File: src/hdl/keyframe_timeline_sequencer_top_assert.svh
// Assertion macros for the keyframe timeline sequencer.
// Each macro expects clk_i and rst_ni in the scope of the including module.
`ifndef KEYFRAME_TIMELINE_SEQUENCER_TOP_ASSERT_SVH
`define KEYFRAME_TIMELINE_SEQUENCER_TOP_ASSERT_SVH

`ifndef ASSERT_OFF
// same-cycle implication
`define KTS_ASSERT_IMP(lbl, ante, cons, msg) \
  lbl: assert property (@(posedge clk_i) disable iff (!rst_ni) (ante) |-> (cons)) \
    else $error(msg);
// next-cycle implication
`define KTS_ASSERT_NXT(lbl, ante, cons, msg) \
  lbl: assert property (@(posedge clk_i) disable iff (!rst_ni) (ante) |=> (cons)) \
    else $error(msg);
`else
`define KTS_ASSERT_IMP(lbl, ante, cons, msg)
`define KTS_ASSERT_NXT(lbl, ante, cons, msg)
`endif

`endif

File: src/hdl/kts_pkg.sv
// Shared types, constants and helpers for the keyframe timeline sequencer.
// No dependencies; the modules import this package and kts_if refers to its widths.
`timescale 1ns / 1ps

package kts_pkg;

  // track limits and fixed point format
  localparam int MaxFrames = 1024;
  localparam int FracBits  = 16;

  // field widths
  localparam int CountW = 11;
  localparam int FpsW   = 16;
  localparam int ModeW  = 2;
  localparam int RateW  = 16;
  localparam int FuncW  = 2;
  localparam int DtW    = 24;
  localparam int SeekW  = 27;
  localparam int FrameW = 10;
  localparam int BlendW = 16;
  localparam int PheadW = 27;

  // step arithmetic: dt * fps * |rate| lands in 2^-40 frame units
  localparam int ProdW     = DtW + FpsW + RateW;
  localparam int StepShift = 40 - FracBits;
  localparam int StepW     = ProdW - StepShift;
  localparam int SumW      = StepW + 1;
  localparam int MulAW     = DtW + FpsW;
  localparam int MulBW     = (FpsW > RateW) ? FpsW : RateW;
  localparam int MulCntW   = $clog2(MulBW + 1);

  // wrap span is up to twice the frame count
  localparam int SpanW   = $clog2(2 * MaxFrames) + 1;
  localparam int ModW    = SpanW + FracBits;
  localparam int RemCntW = $clog2(StepW + 1);

  // configuration port
  localparam int CfgAddrW = 4;
  localparam int CfgDataW = 32;
  localparam int CfgIdxW  = 2;

  // register indexes
  localparam logic [CfgIdxW-1:0] RegFrameCount = 2'd0;
  localparam logic [CfgIdxW-1:0] RegFps        = 2'd1;
  localparam logic [CfgIdxW-1:0] RegPlayMode   = 2'd2;
  localparam logic [CfgIdxW-1:0] RegRate       = 2'd3;

  // register reset values
  localparam logic [CountW-1:0] RstFrameCount = 11'd1;
  localparam logic [FpsW-1:0]   RstFps        = 16'd7680;
  localparam logic [ModeW-1:0]  RstPlayMode   = 2'd0;
  localparam logic [RateW-1:0]  RstRate       = 16'd4096;

  // play modes; the spare code plays as loop
  localparam logic [ModeW-1:0] ModeLoop   = 2'd0;
  localparam logic [ModeW-1:0] ModeSingle = 2'd1;
  localparam logic [ModeW-1:0] ModeMirror = 2'd2;

  typedef enum logic [FuncW-1:0] {
    FuncTick  = 2'd0,
    FuncPlay  = 2'd1,
    FuncPause = 2'd2,
    FuncSeek  = 2'd3
  } func_e;

  typedef struct packed {
    logic [CountW-1:0] frame_count;
    logic [FpsW-1:0]   fps;
    logic [ModeW-1:0]  play_mode;
    logic [RateW-1:0]  rate;
  } cfg_t;

  typedef struct packed {
    logic             start;
    logic [MulAW-1:0] a;
    logic [MulBW-1:0] b;
  } mul_req_t;

  typedef struct packed {
    logic             start;
    logic [StepW-1:0] dividend;
    logic [ModW-1:0]  modulus;
  } rem_req_t;

  // frame count clamped to 1..MaxFrames
  function automatic logic [CountW-1:0] eff_count(input logic [CountW-1:0] c);
    logic [CountW-1:0] r;
    r = c;
    if (r == '0) r = CountW'(1);
    if (int'(r) > MaxFrames) r = CountW'(MaxFrames);
    return r;
  endfunction

  // fraction rescaled to Q0.16
  localparam int ShDn = (FracBits >= BlendW) ? FracBits - BlendW : 0;
  localparam int ShUp = (FracBits < BlendW) ? BlendW - FracBits : 0;

  function automatic logic [BlendW-1:0] to_q16(input logic [FracBits-1:0] f);
    logic [FracBits+BlendW-1:0] ext;
    ext = (FracBits + BlendW)'(f);
    return BlendW'((ext << ShUp) >> ShDn);
  endfunction

endpackage

File: src/hdl/kts_if.sv
// Valid/ready channel interfaces for command input and frame result output.
// Depends on kts_pkg for field widths.
`timescale 1ns / 1ps

interface kts_in_if;
  logic                         valid;
  logic                         ready;
  logic [kts_pkg::FuncW-1:0]    func;
  logic [kts_pkg::DtW-1:0]      delta_time;
  logic [kts_pkg::SeekW-1:0]    seek_position;

  modport source (output valid, func, delta_time, seek_position, input ready);
  modport sink   (input valid, func, delta_time, seek_position, output ready);
endinterface

interface kts_out_if;
  logic                         valid;
  logic                         ready;
  logic [kts_pkg::FrameW-1:0]   frame_a;
  logic [kts_pkg::FrameW-1:0]   frame_b;
  logic [kts_pkg::BlendW-1:0]   blend_t;
  logic                         ended;
  logic                         is_playing;

  modport source (output valid, frame_a, frame_b, blend_t, ended, is_playing, input ready);
  modport sink   (input valid, frame_a, frame_b, blend_t, ended, is_playing, output ready);
endinterface

File: src/hdl/kts_cfg.sv
// APB-style configuration registers of the keyframe timeline sequencer.
// Depends on kts_pkg.
`timescale 1ns / 1ps

module kts_cfg (
  input  logic                          clk_i,
  input  logic                          rst_ni,
  input  logic                          psel,
  input  logic                          penable,
  input  logic                          pwrite,
  input  logic [kts_pkg::CfgAddrW-1:0]  paddr,
  input  logic [kts_pkg::CfgDataW-1:0]  pwdata,
  output logic [kts_pkg::CfgDataW-1:0]  prdata,
  output logic                          pready,
  output kts_pkg::cfg_t                 cfg_o
);
  import kts_pkg::*;

  cfg_t               cfg_q, cfg_d;
  logic [CfgIdxW-1:0] idx;
  logic               wr_en;

  assign pready = 1'b1;
  assign idx    = paddr[CfgAddrW-1:2];
  assign wr_en  = psel && penable && pwrite && pready;

  // write decode
  always_comb begin
    cfg_d = cfg_q;
    if (wr_en) begin
      unique case (idx)
        RegFrameCount: cfg_d.frame_count = pwdata[CountW-1:0];
        RegFps:        cfg_d.fps         = pwdata[FpsW-1:0];
        RegPlayMode:   cfg_d.play_mode   = pwdata[ModeW-1:0];
        RegRate:       cfg_d.rate        = pwdata[RateW-1:0];
        default:       cfg_d             = cfg_q;
      endcase
    end
  end

  // read mux
  always_comb begin
    unique case (idx)
      RegFrameCount: prdata = CfgDataW'(cfg_q.frame_count);
      RegFps:        prdata = CfgDataW'(cfg_q.fps);
      RegPlayMode:   prdata = CfgDataW'(cfg_q.play_mode);
      RegRate:       prdata = CfgDataW'(cfg_q.rate);
      default:       prdata = '0;
    endcase
  end

  always_ff @(posedge clk_i or negedge rst_ni) begin
    if (!rst_ni) begin
      cfg_q.frame_count <= RstFrameCount;
      cfg_q.fps         <= RstFps;
      cfg_q.play_mode   <= RstPlayMode;
      cfg_q.rate        <= RstRate;
    end else begin
      cfg_q <= cfg_d;
    end
  end

  assign cfg_o = cfg_q;

endmodule

File: src/hdl/kts_serial_mul.sv
// Bit-serial shift-and-add multiplier, one multiplier bit per cycle.
// Depends on kts_pkg; done_o rises together with the final product from the last step.
`timescale 1ns / 1ps

module kts_serial_mul (
  input  logic                        clk_i,
  input  logic                        rst_ni,
  input  kts_pkg::mul_req_t           req_i,
  output logic                        done_o,
  output logic [kts_pkg::ProdW-1:0]   prod_o
);
  import kts_pkg::*;

  logic [ProdW-1:0]   a_q, a_d;
  logic [MulBW-1:0]   b_q, b_d;
  logic [ProdW-1:0]   p_q, p_d;
  logic [MulCntW-1:0] cnt_q, cnt_d;
  logic               busy_q, busy_d;
  logic               done_q, done_d;

  // one partial product per cycle, multiplier consumed LSB first
  always_comb begin
    a_d    = a_q;
    b_d    = b_q;
    p_d    = p_q;
    cnt_d  = cnt_q;
    busy_d = busy_q;
    done_d = 1'b0;
    if (req_i.start) begin
      a_d    = ProdW'(req_i.a);
      b_d    = req_i.b;
      p_d    = '0;
      cnt_d  = MulCntW'(MulBW);
      busy_d = 1'b1;
    end else if (busy_q) begin
      if (b_q[0]) p_d = p_q + a_q;
      a_d   = a_q << 1;
      b_d   = b_q >> 1;
      cnt_d = cnt_q - MulCntW'(1);
      if (cnt_q == MulCntW'(1)) begin
        busy_d = 1'b0;
        done_d = 1'b1;
      end
    end
  end

  always_ff @(posedge clk_i or negedge rst_ni) begin
    if (!rst_ni) begin
      cnt_q  <= '0;
      busy_q <= 1'b0;
      done_q <= 1'b0;
    end else begin
      cnt_q  <= cnt_d;
      busy_q <= busy_d;
      done_q <= done_d;
    end
  end

  always_ff @(posedge clk_i) begin
    a_q <= a_d;
    b_q <= b_d;
    p_q <= p_d;
  end

  assign done_o = done_q;
  assign prod_o = p_q;

endmodule

File: src/hdl/kts_serial_rem.sv
// Bit-serial restoring remainder unit, one dividend bit per cycle.
// Depends on kts_pkg; done_o rises together with the remainder from the last step.
`timescale 1ns / 1ps

module kts_serial_rem (
  input  logic                        clk_i,
  input  logic                        rst_ni,
  input  kts_pkg::rem_req_t           req_i,
  output logic                        done_o,
  output logic [kts_pkg::ModW-1:0]    rem_o
);
  import kts_pkg::*;

  logic [StepW-1:0]   d_q, d_d;
  logic [ModW-1:0]    m_q, m_d;
  logic [ModW-1:0]    r_q, r_d;
  logic [ModW:0]      trial;
  logic [RemCntW-1:0] cnt_q, cnt_d;
  logic               busy_q, busy_d;
  logic               done_q, done_d;

  // shift in the next dividend bit, subtract the modulus if it fits
  assign trial = {r_q, d_q[StepW-1]};

  always_comb begin
    d_d    = d_q;
    m_d    = m_q;
    r_d    = r_q;
    cnt_d  = cnt_q;
    busy_d = busy_q;
    done_d = 1'b0;
    if (req_i.start) begin
      d_d    = req_i.dividend;
      m_d    = req_i.modulus;
      r_d    = '0;
      cnt_d  = RemCntW'(StepW);
      busy_d = 1'b1;
    end else if (busy_q) begin
      if (trial >= {1'b0, m_q}) r_d = ModW'(trial - {1'b0, m_q});
      else                      r_d = ModW'(trial);
      d_d   = d_q << 1;
      cnt_d = cnt_q - RemCntW'(1);
      if (cnt_q == RemCntW'(1)) begin
        busy_d = 1'b0;
        done_d = 1'b1;
      end
    end
  end

  always_ff @(posedge clk_i or negedge rst_ni) begin
    if (!rst_ni) begin
      cnt_q  <= '0;
      busy_q <= 1'b0;
      done_q <= 1'b0;
    end else begin
      cnt_q  <= cnt_d;
      busy_q <= busy_d;
      done_q <= done_d;
    end
  end

  always_ff @(posedge clk_i) begin
    d_q <= d_d;
    m_q <= m_d;
    r_q <= r_d;
  end

  assign done_o = done_q;
  assign rem_o  = r_q;

endmodule

File: src/hdl/keyframe_timeline_sequencer_top.sv
// Keyframe timeline sequencer: one command in, one frame result out; one item at a time.
// In single mode a result passes StNorm and StFmt to the output register; loop or
// mirror mode adds StMod (32-step serial remainder); a playing tick first runs StMul1
// and StMul2 for two 16-step serial multiplier passes, then the boundary step StStep.
// A new command is taken only in StIdle; a stalled output holds the item in StFmt.
// Reset (async, active low) loads register defaults, playhead 0 and paused.
`timescale 1ns / 1ps
`include "keyframe_timeline_sequencer_top_assert.svh"

module keyframe_timeline_sequencer_top (
  input  logic                          clk_i,
  input  logic                          rst_ni,
  input  logic                          psel,
  input  logic                          penable,
  input  logic                          pwrite,
  input  logic [kts_pkg::CfgAddrW-1:0]  paddr,
  input  logic [kts_pkg::CfgDataW-1:0]  pwdata,
  output logic [kts_pkg::CfgDataW-1:0]  prdata,
  output logic                          pready,
  kts_in_if.sink                        in_i,
  kts_out_if.source                     out_o
);
  import kts_pkg::*;

  // sequencer states
  localparam logic [2:0] StIdle = 3'd0;
  localparam logic [2:0] StMul1 = 3'd1;
  localparam logic [2:0] StMul2 = 3'd2;
  localparam logic [2:0] StStep = 3'd3;
  localparam logic [2:0] StNorm = 3'd4;
  localparam logic [2:0] StMod  = 3'd5;
  localparam logic [2:0] StFmt  = 3'd6;

  cfg_t cfg;

  kts_cfg u_cfg (
    .clk_i   (clk_i),
    .rst_ni  (rst_ni),
    .psel    (psel),
    .penable (penable),
    .pwrite  (pwrite),
    .paddr   (paddr),
    .pwdata  (pwdata),
    .prdata  (prdata),
    .pready  (pready),
    .cfg_o   (cfg)
  );

  logic [2:0]              state_q, state_d;
  logic signed [SumW-1:0]  pos_q, pos_d;
  logic                    neg_q, neg_d;
  logic                    flag_q, flag_d;
  logic                    ended_q, ended_d;
  logic [PheadW-1:0]       playhead_q, playhead_d;

  logic                    out_valid_q, out_valid_d;
  logic [FrameW-1:0]       frame_a_q, frame_a_d;
  logic [FrameW-1:0]       frame_b_q, frame_b_d;
  logic [BlendW-1:0]       blend_q, blend_d;
  logic                    oended_q, oended_d;
  logic                    oplay_q, oplay_d;

  mul_req_t                mul_req;
  logic                    mul_done;
  logic [ProdW-1:0]        mul_prod;
  rem_req_t                rem_req;
  logic                    rem_done;
  logic [ModW-1:0]         rem_val;

  kts_serial_mul u_mul (
    .clk_i  (clk_i),
    .rst_ni (rst_ni),
    .req_i  (mul_req),
    .done_o (mul_done),
    .prod_o (mul_prod)
  );

  kts_serial_rem u_rem (
    .clk_i  (clk_i),
    .rst_ni (rst_ni),
    .req_i  (rem_req),
    .done_o (rem_done),
    .rem_o  (rem_val)
  );

  // configuration-derived values; user-kept stable while an item is in flight, unchecked
  logic [CountW-1:0]       count;
  logic [SpanW-1:0]        count_x;
  logic [SpanW-1:0]        span;
  logic [ModW-1:0]         modulus;
  logic signed [SumW-1:0]  end_pos;
  logic                    single;
  logic                    mirror;
  logic                    rate_neg;
  logic [RateW-1:0]        rate_mag;

  assign count    = eff_count(cfg.frame_count);
  assign count_x  = SpanW'(count);
  assign single   = (cfg.play_mode == ModeSingle);
  assign mirror   = (cfg.play_mode == ModeMirror);
  assign span     = mirror ? (count_x << 1) : count_x;
  assign modulus  = {span, {FracBits{1'b0}}};
  assign end_pos  = $signed(SumW'({count_x - SpanW'(1), {FracBits{1'b0}}}));
  assign rate_neg = cfg.rate[RateW-1];
  assign rate_mag = rate_neg ? (~cfg.rate + RateW'(1)) : cfg.rate;

  logic             in_fire;
  logic             out_free;
  logic [StepW-1:0] step;
  logic [StepW-1:0] pos_mag;

  assign in_i.ready = (state_q == StIdle);
  assign in_fire    = in_i.valid && in_i.ready;
  assign out_free   = !out_valid_q || out_o.ready;
  assign step       = mul_prod[ProdW-1:StepShift];
  assign pos_mag    = pos_q[SumW-1] ? StepW'(-pos_q) : StepW'(pos_q);

  // frame index and fraction of the normalized playhead
  logic [SpanW-1:0]    whole;
  logic [FracBits-1:0] frac;
  logic [SpanW-1:0]    last;
  logic [SpanW-1:0]    next_w;
  logic [SpanW-1:0]    sa, sb;
  logic [SpanW-1:0]    la, lb;
  logic [SpanW-1:0]    fa, fb;
  logic [FracBits-1:0] fr;

  assign whole  = pos_q[FracBits +: SpanW];
  assign frac   = pos_q[FracBits-1:0];
  assign last   = count_x - SpanW'(1);
  assign next_w = whole + SpanW'(1);

  always_comb begin
    // single shot: clamp next index at the last frame
    sa = whole;
    sb = (whole < last) ? next_w : last;
    // loop and mirror: wrap next index at the span, then fold for mirror
    la = whole;
    lb = (next_w == span) ? '0 : next_w;
    if (mirror && la >= count_x) la = (count_x << 1) - SpanW'(1) - la;
    if (mirror && lb >= count_x) lb = (count_x << 1) - SpanW'(1) - lb;
    if (single) begin
      fa = sa;
      fb = sb;
      fr = (sa == sb) ? '0 : frac;
    end else begin
      fa = la;
      fb = lb;
      fr = frac;
    end
  end

  // item sequencer
  always_comb begin
    state_d     = state_q;
    pos_d       = pos_q;
    neg_d       = neg_q;
    flag_d      = flag_q;
    ended_d     = ended_q;
    playhead_d  = playhead_q;
    out_valid_d = out_valid_q && !out_o.ready;
    frame_a_d   = frame_a_q;
    frame_b_d   = frame_b_q;
    blend_d     = blend_q;
    oended_d    = oended_q;
    oplay_d     = oplay_q;
    mul_req     = '0;
    rem_req     = '0;
    rem_req.modulus = modulus;

    unique case (state_q)
      StIdle: begin
        if (in_fire) begin
          ended_d = 1'b0;
          pos_d   = $signed(SumW'(playhead_q));
          state_d = StNorm;
          unique case (func_e'(in_i.func))
            FuncPlay:  flag_d = 1'b1;
            FuncPause: flag_d = 1'b0;
            FuncSeek:  pos_d  = $signed(SumW'(in_i.seek_position));
            FuncTick: begin
              if (flag_q) begin
                mul_req.start = 1'b1;
                mul_req.a     = MulAW'(in_i.delta_time);
                mul_req.b     = MulBW'(cfg.fps);
                state_d       = StMul1;
              end
            end
            default: state_d = StNorm;
          endcase
        end
      end
      StMul1: begin
        // second pass: (dt * fps) * |rate|
        if (mul_done) begin
          mul_req.start = 1'b1;
          mul_req.a     = mul_prod[MulAW-1:0];
          mul_req.b     = MulBW'(rate_mag);
          state_d       = StMul2;
        end
      end
      StMul2: begin
        if (mul_done) begin
          if (rate_neg) pos_d = pos_q - $signed({1'b0, step});
          else          pos_d = pos_q + $signed({1'b0, step});
          state_d = StStep;
        end
      end
      StStep: begin
        // single shot boundary stops playback
        if (single && (pos_q < 0 || pos_q > end_pos)) begin
          pos_d   = rate_neg ? '0 : end_pos;
          flag_d  = 1'b0;
          ended_d = 1'b1;
        end
        state_d = StNorm;
      end
      StNorm: begin
        if (single) begin
          if (pos_q < 0)            pos_d = '0;
          else if (pos_q > end_pos) pos_d = end_pos;
          state_d = StFmt;
        end else begin
          rem_req.start    = 1'b1;
          rem_req.dividend = pos_mag;
          neg_d            = pos_q[SumW-1];
          state_d          = StMod;
        end
      end
      StMod: begin
        // floor modulo: a negative playhead wraps up from the top
        if (rem_done) begin
          if (neg_q && rem_val != '0) pos_d = $signed(SumW'(modulus - rem_val));
          else                        pos_d = $signed(SumW'(rem_val));
          state_d = StFmt;
        end
      end
      StFmt: begin
        if (out_free) begin
          out_valid_d = 1'b1;
          frame_a_d   = fa[FrameW-1:0];
          frame_b_d   = fb[FrameW-1:0];
          blend_d     = to_q16(fr);
          oended_d    = ended_q;
          oplay_d     = flag_q;
          playhead_d  = pos_q[PheadW-1:0];
          state_d     = StIdle;
        end
      end
      default: state_d = StIdle;
    endcase
  end

  always_ff @(posedge clk_i or negedge rst_ni) begin
    if (!rst_ni) begin
      state_q     <= StIdle;
      flag_q      <= 1'b0;
      ended_q     <= 1'b0;
      playhead_q  <= '0;
      out_valid_q <= 1'b0;
    end else begin
      state_q     <= state_d;
      flag_q      <= flag_d;
      ended_q     <= ended_d;
      playhead_q  <= playhead_d;
      out_valid_q <= out_valid_d;
    end
  end

  always_ff @(posedge clk_i) begin
    pos_q     <= pos_d;
    neg_q     <= neg_d;
    frame_a_q <= frame_a_d;
    frame_b_q <= frame_b_d;
    blend_q   <= blend_d;
    oended_q  <= oended_d;
    oplay_q   <= oplay_d;
  end

  assign out_o.valid      = out_valid_q;
  assign out_o.frame_a    = frame_a_q;
  assign out_o.frame_b    = frame_b_q;
  assign out_o.blend_t    = blend_q;
  assign out_o.ended      = oended_q;
  assign out_o.is_playing = oplay_q;

  // checks
  `KTS_ASSERT_IMP(a_ended_stops, out_o.valid && out_o.ended, !out_o.is_playing, "ended while playing")
  `KTS_ASSERT_IMP(a_rem_bound, rem_done, rem_val < modulus, "remainder not below modulus")
  `KTS_ASSERT_NXT(a_accept_busy, in_fire, state_q != StIdle, "accepted item not started")

endmodule

File: src/flat_wrapper.sv
// flat-port wrapper written by rule: the top's interface ports become plain ports
module keyframe_timeline_sequencer_top_flat import kts_pkg::*;
  (clk_i, rst_ni, psel, penable, pwrite, paddr, pwdata, prdata, pready, in_i_valid, in_i_func, in_i_delta_time, in_i_seek_position, in_i_ready, out_o_valid, out_o_frame_a, out_o_frame_b, out_o_blend_t, out_o_ended, out_o_is_playing, out_o_ready);
  kts_in_if in_i_i ();
  kts_out_if out_o_i ();
  input  logic clk_i;
  input  logic rst_ni;
  input  logic psel;
  input  logic penable;
  input  logic pwrite;
  input  logic [kts_pkg::CfgAddrW-1:0] paddr;
  input  logic [kts_pkg::CfgDataW-1:0] pwdata;
  output logic [kts_pkg::CfgDataW-1:0] prdata;
  output logic pready;
  input wire logic [$bits(in_i_i.valid)-1:0] in_i_valid;
  input wire logic [$bits(in_i_i.func)-1:0] in_i_func;
  input wire logic [$bits(in_i_i.delta_time)-1:0] in_i_delta_time;
  input wire logic [$bits(in_i_i.seek_position)-1:0] in_i_seek_position;
  output wire logic [$bits(in_i_i.ready)-1:0] in_i_ready;
  output wire logic [$bits(out_o_i.valid)-1:0] out_o_valid;
  output wire logic [$bits(out_o_i.frame_a)-1:0] out_o_frame_a;
  output wire logic [$bits(out_o_i.frame_b)-1:0] out_o_frame_b;
  output wire logic [$bits(out_o_i.blend_t)-1:0] out_o_blend_t;
  output wire logic [$bits(out_o_i.ended)-1:0] out_o_ended;
  output wire logic [$bits(out_o_i.is_playing)-1:0] out_o_is_playing;
  input wire logic [$bits(out_o_i.ready)-1:0] out_o_ready;
  assign in_i_i.valid = in_i_valid;
  assign in_i_i.func = in_i_func;
  assign in_i_i.delta_time = in_i_delta_time;
  assign in_i_i.seek_position = in_i_seek_position;
  assign in_i_ready = in_i_i.ready;
  assign out_o_valid = out_o_i.valid;
  assign out_o_frame_a = out_o_i.frame_a;
  assign out_o_frame_b = out_o_i.frame_b;
  assign out_o_blend_t = out_o_i.blend_t;
  assign out_o_ended = out_o_i.ended;
  assign out_o_is_playing = out_o_i.is_playing;
  assign out_o_i.ready = out_o_ready;
  keyframe_timeline_sequencer_top u_core (.clk_i(clk_i), .rst_ni(rst_ni), .psel(psel), .penable(penable), .pwrite(pwrite), .paddr(paddr), .pwdata(pwdata), .prdata(prdata), .pready(pready), .in_i(in_i_i), .out_o(out_o_i));
endmodule
File: config.mk
export PLATFORM = sky130hd
export DESIGN_NAME = keyframe_timeline_sequencer_top_flat
export DESIGN_NICKNAME = d
export VERILOG_FILES = /design/src/hdl/kts_pkg.sv /design/src/hdl/kts_if.sv /design/src/hdl/kts_cfg.sv /design/src/hdl/kts_serial_mul.sv /design/src/hdl/kts_serial_rem.sv /design/src/hdl/keyframe_timeline_sequencer_top.sv /design/src/flat_wrapper.sv
export VERILOG_INCLUDE_DIRS = /design/src /design/src/hdl
export SDC_FILE = /design/constraint.sdc
export NUM_CORES = 1
export LEC_CHECK = 0
export ABC_AREA = 1
export BUFFER_PORTS_ARGS = -buffer_cell sky130_fd_sc_hd__buf_4
export CAP_MARGIN = 20
export CORE_AREA = 2 2 222 224
export CTS_BUF_LIST = sky130_fd_sc_hd__clkbuf_2
export CTS_CLUSTER_DIAMETER = 80
export CTS_CLUSTER_SIZE = 25
export DETAILED_ROUTE_END_ITERATION = 16
export DIE_AREA = 0 0 224 226
export GPL_ROUTABILITY_DRIVEN = 0
export PLACE_DENSITY = 0.72
export SETUP_SLACK_MARGIN = 0.5
export SKIP_CTS_REPAIR_TIMING = 1
export SLEW_MARGIN = 30
export SYNTH_ARGS = -nofsm -noshare
export SYNTH_HDL_FRONTEND = slang
export SYNTH_SLANG_ARGS = --single-unit
export TNS_END_PERCENT = 30
File: constraint.sdc
create_clock -name clk_i -period 8.1 [get_ports clk_i]
set_clock_uncertainty 0.15 [all_clocks]
set_input_delay 0.405 -clock clk_i [delete_from_list [all_inputs] [get_ports clk_i]]
set_output_delay 0.405 -clock clk_i [all_outputs]
set_load 0.03 [all_outputs]
# Word level (Yosys, flattened, before mapping)

Cells that the tools add are included.

Bitwise gates (word level): 2
Divide/modulo/power cells: 0
Equality and inequality tests: 27
Add/sub/neg operators: 14
Reduce and logical (&&, ||, !) cells: 32
Multiply operators: 0
Magnitude comparators: 7
Shift operators: 0
Multiplexer cells: 74

Operator list:

| kind                | number |
|---|---|
| $mux 33             | 11 |
| $mux 57             | 4 |
| $pmux 33 s5         | 1 |
| $pmux 32 s4         | 1 |
| $pmux 57 s2         | 1 |
| $mux 32             | 3 |
| $mux 16             | 5 |
| $mux 40             | 2 |
| $add 56x56->56      | 1 |
| $mux 28             | 2 |
| $mux 10             | 4 |
| $mux 12             | 3 |
| $add 33x33->33      | 1 |
| $gt 33x29->1        | 1 |
| $lt 33x1->1 const B | 1 |
| $sub 33x33->33      | 1 |
| $neg 32->32         | 1 |
| $ge 29x28->1        | 1 |
| $sub 28x28->29      | 1 |
| $reduce_bool 28->1  | 1 |
| $sub 28x28->28      | 1 |
| $mux 27             | 1 |
| $eq 12x12->1        | 2 |
| $ge 12x11->1        | 2 |
| 43 further kinds    | 104 |

Word-level logic and storage cells: 185
Input bits: 96
Memories kept: 0
Register bits: 365
Bits in read-only memories: 0
Latch bits: 0
Memory bits (writable): 0

# Depth between registers and ports, before layout

Word-level depth: 11
Mapped depth: 33
Gate-level depth less buffers: 29

# Modules after synthesis

From an unflattened synthesis, not the netlist that was laid out.

Cells, all modules: 4912
Area, all modules: 32148.3 µm²

Modules (own cells, without submodules):

| module                          | sequential area each (µm²) | area an instance (µm²) | cells an instance | instances |
|---|---|---|---|---|
| keyframe_timeline_sequencer_top | 2987.9                     | 13250.2                | 2034              | 1 |
| kts_serial_mul                  | 3298.2                     | 10627.7                | 1730              | 1 |
| kts_serial_rem                  | 2562.5                     | 5998.3                 | 857               | 1 |
| kts_cfg                         | 1133.6                     | 2272.2                 | 291               | 1 |

# Worst setup path before layout

Ideal clock, no wire load.

Kind: flip-flop to flip-flop
Start point: reg u_core.u_cfg.cfg_q (netlist bit u_core.u_cfg.cfg_o[44])
End point: reg u_core.pos_q[0], enable pin
Path buffers: 3
Arrival time: 6113 ps
Path slack: 1331 ps
Cell stages (with the launch flop): 25
Data required time: 7444 ps
Period minus slack after synthesis: 6769 ps
Cells stage by stage: dfrtp_1 buf_6 nor2_2 nand2_1 nand4_2 nand2_4 buf_12 buf_6 nand2_1 ha_1 nand2_1 inv_1 nand2_2 inv_2 nand3_1 and2_1 ha_1 nand4_1 nor2_1 o21ai_0 nand3_1 o21ai_0 a21oi_1 o22ai_1 nor4_1

Longest elaborated chain between the ends: 10
Elaborated cells on any way between the ends: 11
Those cells by class: 1 x add/sub; 2 x order compare; 2 x eq/ne; 2 x mux; 4 x reduce/logical

RTL lines:

| item                                  | line                                                                           | text |
|---|---|---|
| start, declared                       | kts_cfg.sv:19                                                                  | `cfg_t cfg_q, cfg_d;` |
| start signal, assigned                | kts_cfg.sv:59                                                                  | `cfg_q <= cfg_d;` |
| $logic_not 11->1                      | kts_pkg.sv:89                                                                  | `if (r == '0) r = CountW'(1);` |
| $mux 11 (*)                           | kts_pkg.sv:89                                                                  |  |
| $gt 11x11->1                          | kts_pkg.sv:90                                                                  | `if (int'(r) > MaxFrames) r = CountW'(MaxFrames);` |
| $mux 11 (*)                           | kts_pkg.sv:90                                                                  |  |
| $sub 11x1->12 (*)                     | keyframe_timeline_sequencer_top.sv:103                                         | `assign end_pos = $signed(SumW'({count_x - SpanW'(1), {FracBits{1'b0}}}));` |
| $gt 33x29->1 (*)                      | keyframe_timeline_sequencer_top.sv:211, keyframe_timeline_sequencer_top.sv:221 |  |
| $logic_or 1x1->1                      | keyframe_timeline_sequencer_top.sv:211                                         | `if (single && (pos_q < 0 \|\| pos_q > end_pos)) begin` |
| $logic_and 1x1->1                     | keyframe_timeline_sequencer_top.sv:211                                         |  |
| $ne 2x1->1 (no source line)           | -                                                                              |  |
| $reduce_and 7->1 (no source line) (*) | -                                                                              |  |
| end signal, assigned                  | keyframe_timeline_sequencer_top.sv:271                                         | `pos_q <= pos_d;` |
| end, declared                         | keyframe_timeline_sequencer_top.sv:50                                          | `logic signed [SumW-1:0] pos_q, pos_d;` |

Every way passes the cells marked *; elsewhere a longest branch is shown, timed or not.
A chain may end at the register's enable or synchronous reset.

# Final worst setup path

Start point: reg u_core.u_cfg.cfg_q (netlist bit u_core.u_cfg.cfg_o[36])
End point: reg u_core.flag_q

Longest elaborated chain between the ends: 10

RTL lines:

| item                                  | line                                   | text |
|---|---|---|
| $logic_not 11->1                      | kts_pkg.sv:89                          |  |
| $mux 11 (*)                           | kts_pkg.sv:89                          |  |
| $gt 11x11->1                          | kts_pkg.sv:90                          |  |
| $mux 11 (*)                           | kts_pkg.sv:90                          |  |
| $sub 11x1->12 (*)                     | keyframe_timeline_sequencer_top.sv:103 |  |
| $gt 33x29->1 (*)                      | keyframe_timeline_sequencer_top.sv:211 |  |
| $logic_or 1x1->1 (*)                  | keyframe_timeline_sequencer_top.sv:211 |  |
| $logic_and 1x1->1 (*)                 | keyframe_timeline_sequencer_top.sv:211 |  |
| $ne 2x1->1 (no source line) (*)       | -                                      |  |
| $reduce_and 4->1 (no source line) (*) | -                                      |  |
| end signal, assigned                  | keyframe_timeline_sequencer_top.sv:263 | `flag_q <= flag_d;` |
| end, declared                         | keyframe_timeline_sequencer_top.sv:52  | `logic flag_q, flag_d;` |

Marks and branches as above.

==> run_results.csv <==
group,metric,value,unit
drt,wl_met3,6690,um
floorplan,die_w,224,um
floorplan,top_level_ports,169,
drt,num_vias,26336,
synth,yosysWarnings,0,
clock_network,numCtsBuffers,26,
drt,firstDrtPassIters,9,
floorplan,core,48300,sq um
clock_network,cts_tree,"done",
clock_network,clkTransAtPathRegs,0.45,ns
setup_path,cpMostUsedCell,"nand2_1",
pwr,vdd_drop_max,0.293,mV
pwr,seqPwrFrac,0.261,
grt,grt_pass1_vias,23942,
hold_path,hold_path_class,"primary input to register",
layout,n_fill_cell,4413,
layout,regArea,9500,sq um
synth,synth_edf_count,172,
setup_path,cp-start-kind,"register",
clock_network,h-tree-depth,1,
timing,fmax,167,MHz
drt,route.detailed.drc,0,
timing,final-setup-viol-count,0,
setup_path,critPathTopFamily,"simple AND/OR/NAND/NOR gates",
grt,grt_pass1_wl,129000,um
setup_path,crit_path_top_delay_cell,"dfrtp_1",
pwr,pwr-share-comb,0.673,
timing,slew_headroom,0.272,
status,status,"complete, no violations",
timing,finalCritPeriodShare,0.739,
grt,grt_overflow,0,
place,port_buffers,133,
floorplan,initial_core_util,0.562,
synth,synth-seq-cells,365,
setup_path,max_stage_delay,0.75,ns
grt,grt_start_max_net_pins,67,
drt,drt.antenna.violating_nets,0,
floorplan,die_area,50600,sq um
layout,final_common_cell,"nand2_1",
place,dp_hpwl,62800,um
drt,vias_per_cell,5.73,
setup_path,crit_type,"register to register",
setup_path,required,9.09,ns
clock_network,numClockSinks,365,
pwr,clkPwrFrac,0.066,
synth,ys_top_cells_by_area,"edfxtp_1, nand2_1, ha_1",
layout,post-route-util,0.628,
clock_network,clock_latency,1.17,ns
layout,layout.nets,4227,
timing,slew_viol_final,0,
clock_network,root_buffer,"clkbuf_2",
timing,hold_violations,0,
flow_run,cap_violations,0,
layout,layout_common_cells,"nand2_1, inv_1, o21ai_0",
grt,antenna_found_initial,1,
pwr,p_per_area,491,nW/um^2
floorplan,chipHeight,226,um
drt,met1_length,34800,um
setup_path,arrival,6.98,ns
timing,rsz0062_at_grt,"false",
synth,ys_types,67,
pwr,switching_power,8130,uW
drt,topRoutingLayerUsed,"met4",
pwr,swShare,0.544,
setup_path,critPathBufInv,5,
drt,drt_iter0_markers,2842,
drt,routed_wl,85000,um
synth,avgSynthCellArea,7.24,sq um
layout,drive_above_1_share,0.0730,
timing,setup_tns,0,ns
synth,yosys.area.top_type,"edfxtp_1",
synth,yosys.area.top_type_share,0.190,
timing,worstMarginPinSlew,1.09,ns
floorplan,rows,81,
synth,ys_seq_area_frac,0.350,
drt,wire_per_inst,18.5,um
drt,dr_wl_met2,39100,um
layout,multi_input_area,15100,sq um
timing,post-route-min-period,5.99,ns
setup_path,endpoint_kind,"register",
synth,synth_ff_type,"edfxtp_1",
clock_network,clock_path_buffers,3,
grt,grt_usage,0.322,
pwr,finalPower,14900,uW
setup_path,worst-path-max-fanout,8,
synth,synth_cells,3752,
synth,synth_area,27200,sq um
pwr,power_leakage,0.0143,uW
synth,synthArstFlopShare,0.255,
pwr,p_int,6800,uW
layout,area_growth,11.8,%
worst min-delay path: stages:
cell and delay, ns:
dlygate4sd3_1 0.53, buf_4 0.11, a22oi_1 0.07, o21ai_0 0.10
flip-flops by register name (all words and copies together), names as in the netlist, 3 cells and up:
name / flops
u_core.state_q: 3
u_core.u_rem.d_q: 32
u_core.u_rem.rem_o: 28
u_core.u_mul.cnt_q: 5
u_core.u_rem.m_q: 12
u_core.u_mul.a_q: 56
u_core.out_o.frame_b: 10
u_core.u_rem.cnt_q: 6
u_core.out_o.frame_a: 10
u_core.u_mul.b_q: 16
u_core.u_mul.prod_o: 56
u_core.out_o.blend_t: 16
u_core.u_cfg.cfg_o: 45
u_core.pos_q: 33
u_core.playhead_q: 27
power by group through the flow:
stage / Clock (uW) / Combinational [uW] / Sequential [uW]
floorplan: 0 / 7380 / 3630
global placement: 0 / 9610 / 3890
detailed placement: 0 / 9730 / 3890
CTS: 1000 / 9780 / 3850
global route: 1060 / 11200 / 3970
finish: 988 / 10000 / 3900
cell families after synthesis:
group           share of synthesized area
compound gates                      0.183
xor+xnor                           0.0525
fa+ha+maj                          0.0837
buf+inv                            0.0975
flops                               0.350
mux                              0.000368
other cells                      0.000276
simple gates                        0.233
cells in the mapped netlist (13+ instances only):
cell type / number
nor2_1: 324
dfxtp_1: 100
o221ai_1: 14
inv_1: 515
a31oi_1: 24
xor2_1: 118
clkbuf_1: 88
or2_2: 13
a21o_1: 15
nand4_1: 30
nor3_1: 59
o22ai_1: 16
buf_4: 17
dfrtp_1: 87
a22oi_1: 40
a21oi_1: 287
nand3_1: 168
xnor2_1: 45
o21ai_0: 330
edfxtp_1: 172
nand2_1: 837
o211ai_1: 37
ha_1: 177
nor4_1: 23
o21a_1: 38
final cells by class:
| type | count | area share |
|---|---|---|
| Antenna cell | 1 | 0.0000824 |
| Clock buffer | 28 | 0.00461 |
| Clock inverter | 20 | 0.0100 |
| Inverter | 531 | 0.0656 |
| Multi-Input combinational cell | 2737 | 0.499 |
| Sequential cell | 365 | 0.313 |
| Tap cell | 622 | 0.0256 |
| Timing Repair Buffer | 290 | 0.0827 |
final timing paths:
kind	start	to	slack, ns	depth (start not counted)
max	u_core.u_cfg.cfg_o[36]$_DFFE_PN0P_	u_core.flag_q$_DFFE_PN0P_	2.11	26
min	in_i_delta_time[2]	u_core.u_mul.a_q[2]$_DFFE_PP_	0.02	4
max reg2reg	u_core.u_cfg.cfg_o[36]$_DFFE_PN0P_	u_core.flag_q$_DFFE_PN0P_	2.11	26
min reg2reg	u_core.u_mul.a_q[55]$_SDFFE_PP0P_	u_core.u_mul.a_q[55]$_SDFFE_PP0P_	0.35	2
max in group asynchronous	rst_ni	u_core.u_cfg.cfg_o[44]$_DFFE_PN0P_	6.50	5
min in group asynchronous	rst_ni	u_core.playhead_q[3]$_DFFE_PN0P_	0.54	5
layer usage:
layer	up-vias	global-route usage
met1	12106	0.419
li1	12869	-
met2	1120	0.539
met5	-	0
met3	241	0.0416
met4	0	0.141
stage by stage:
stage	worst slack, ns	hold slack [ns]	std cells	area, sq um
2_1_floorplan	1.33	-0.0406	3768	27200
3_3_place_gp	2.43	0.204	4417	28600
3_5_place_dp	2.33	0.204	4417	28600
4_1_cts	2.30	-1.13	4465	29100
5_1_grt	1.67	-0.00239	4594	30400
6_report	2.11	0.0185	4594	30400
No activity file was read; power rests on OpenSTA's default activity.
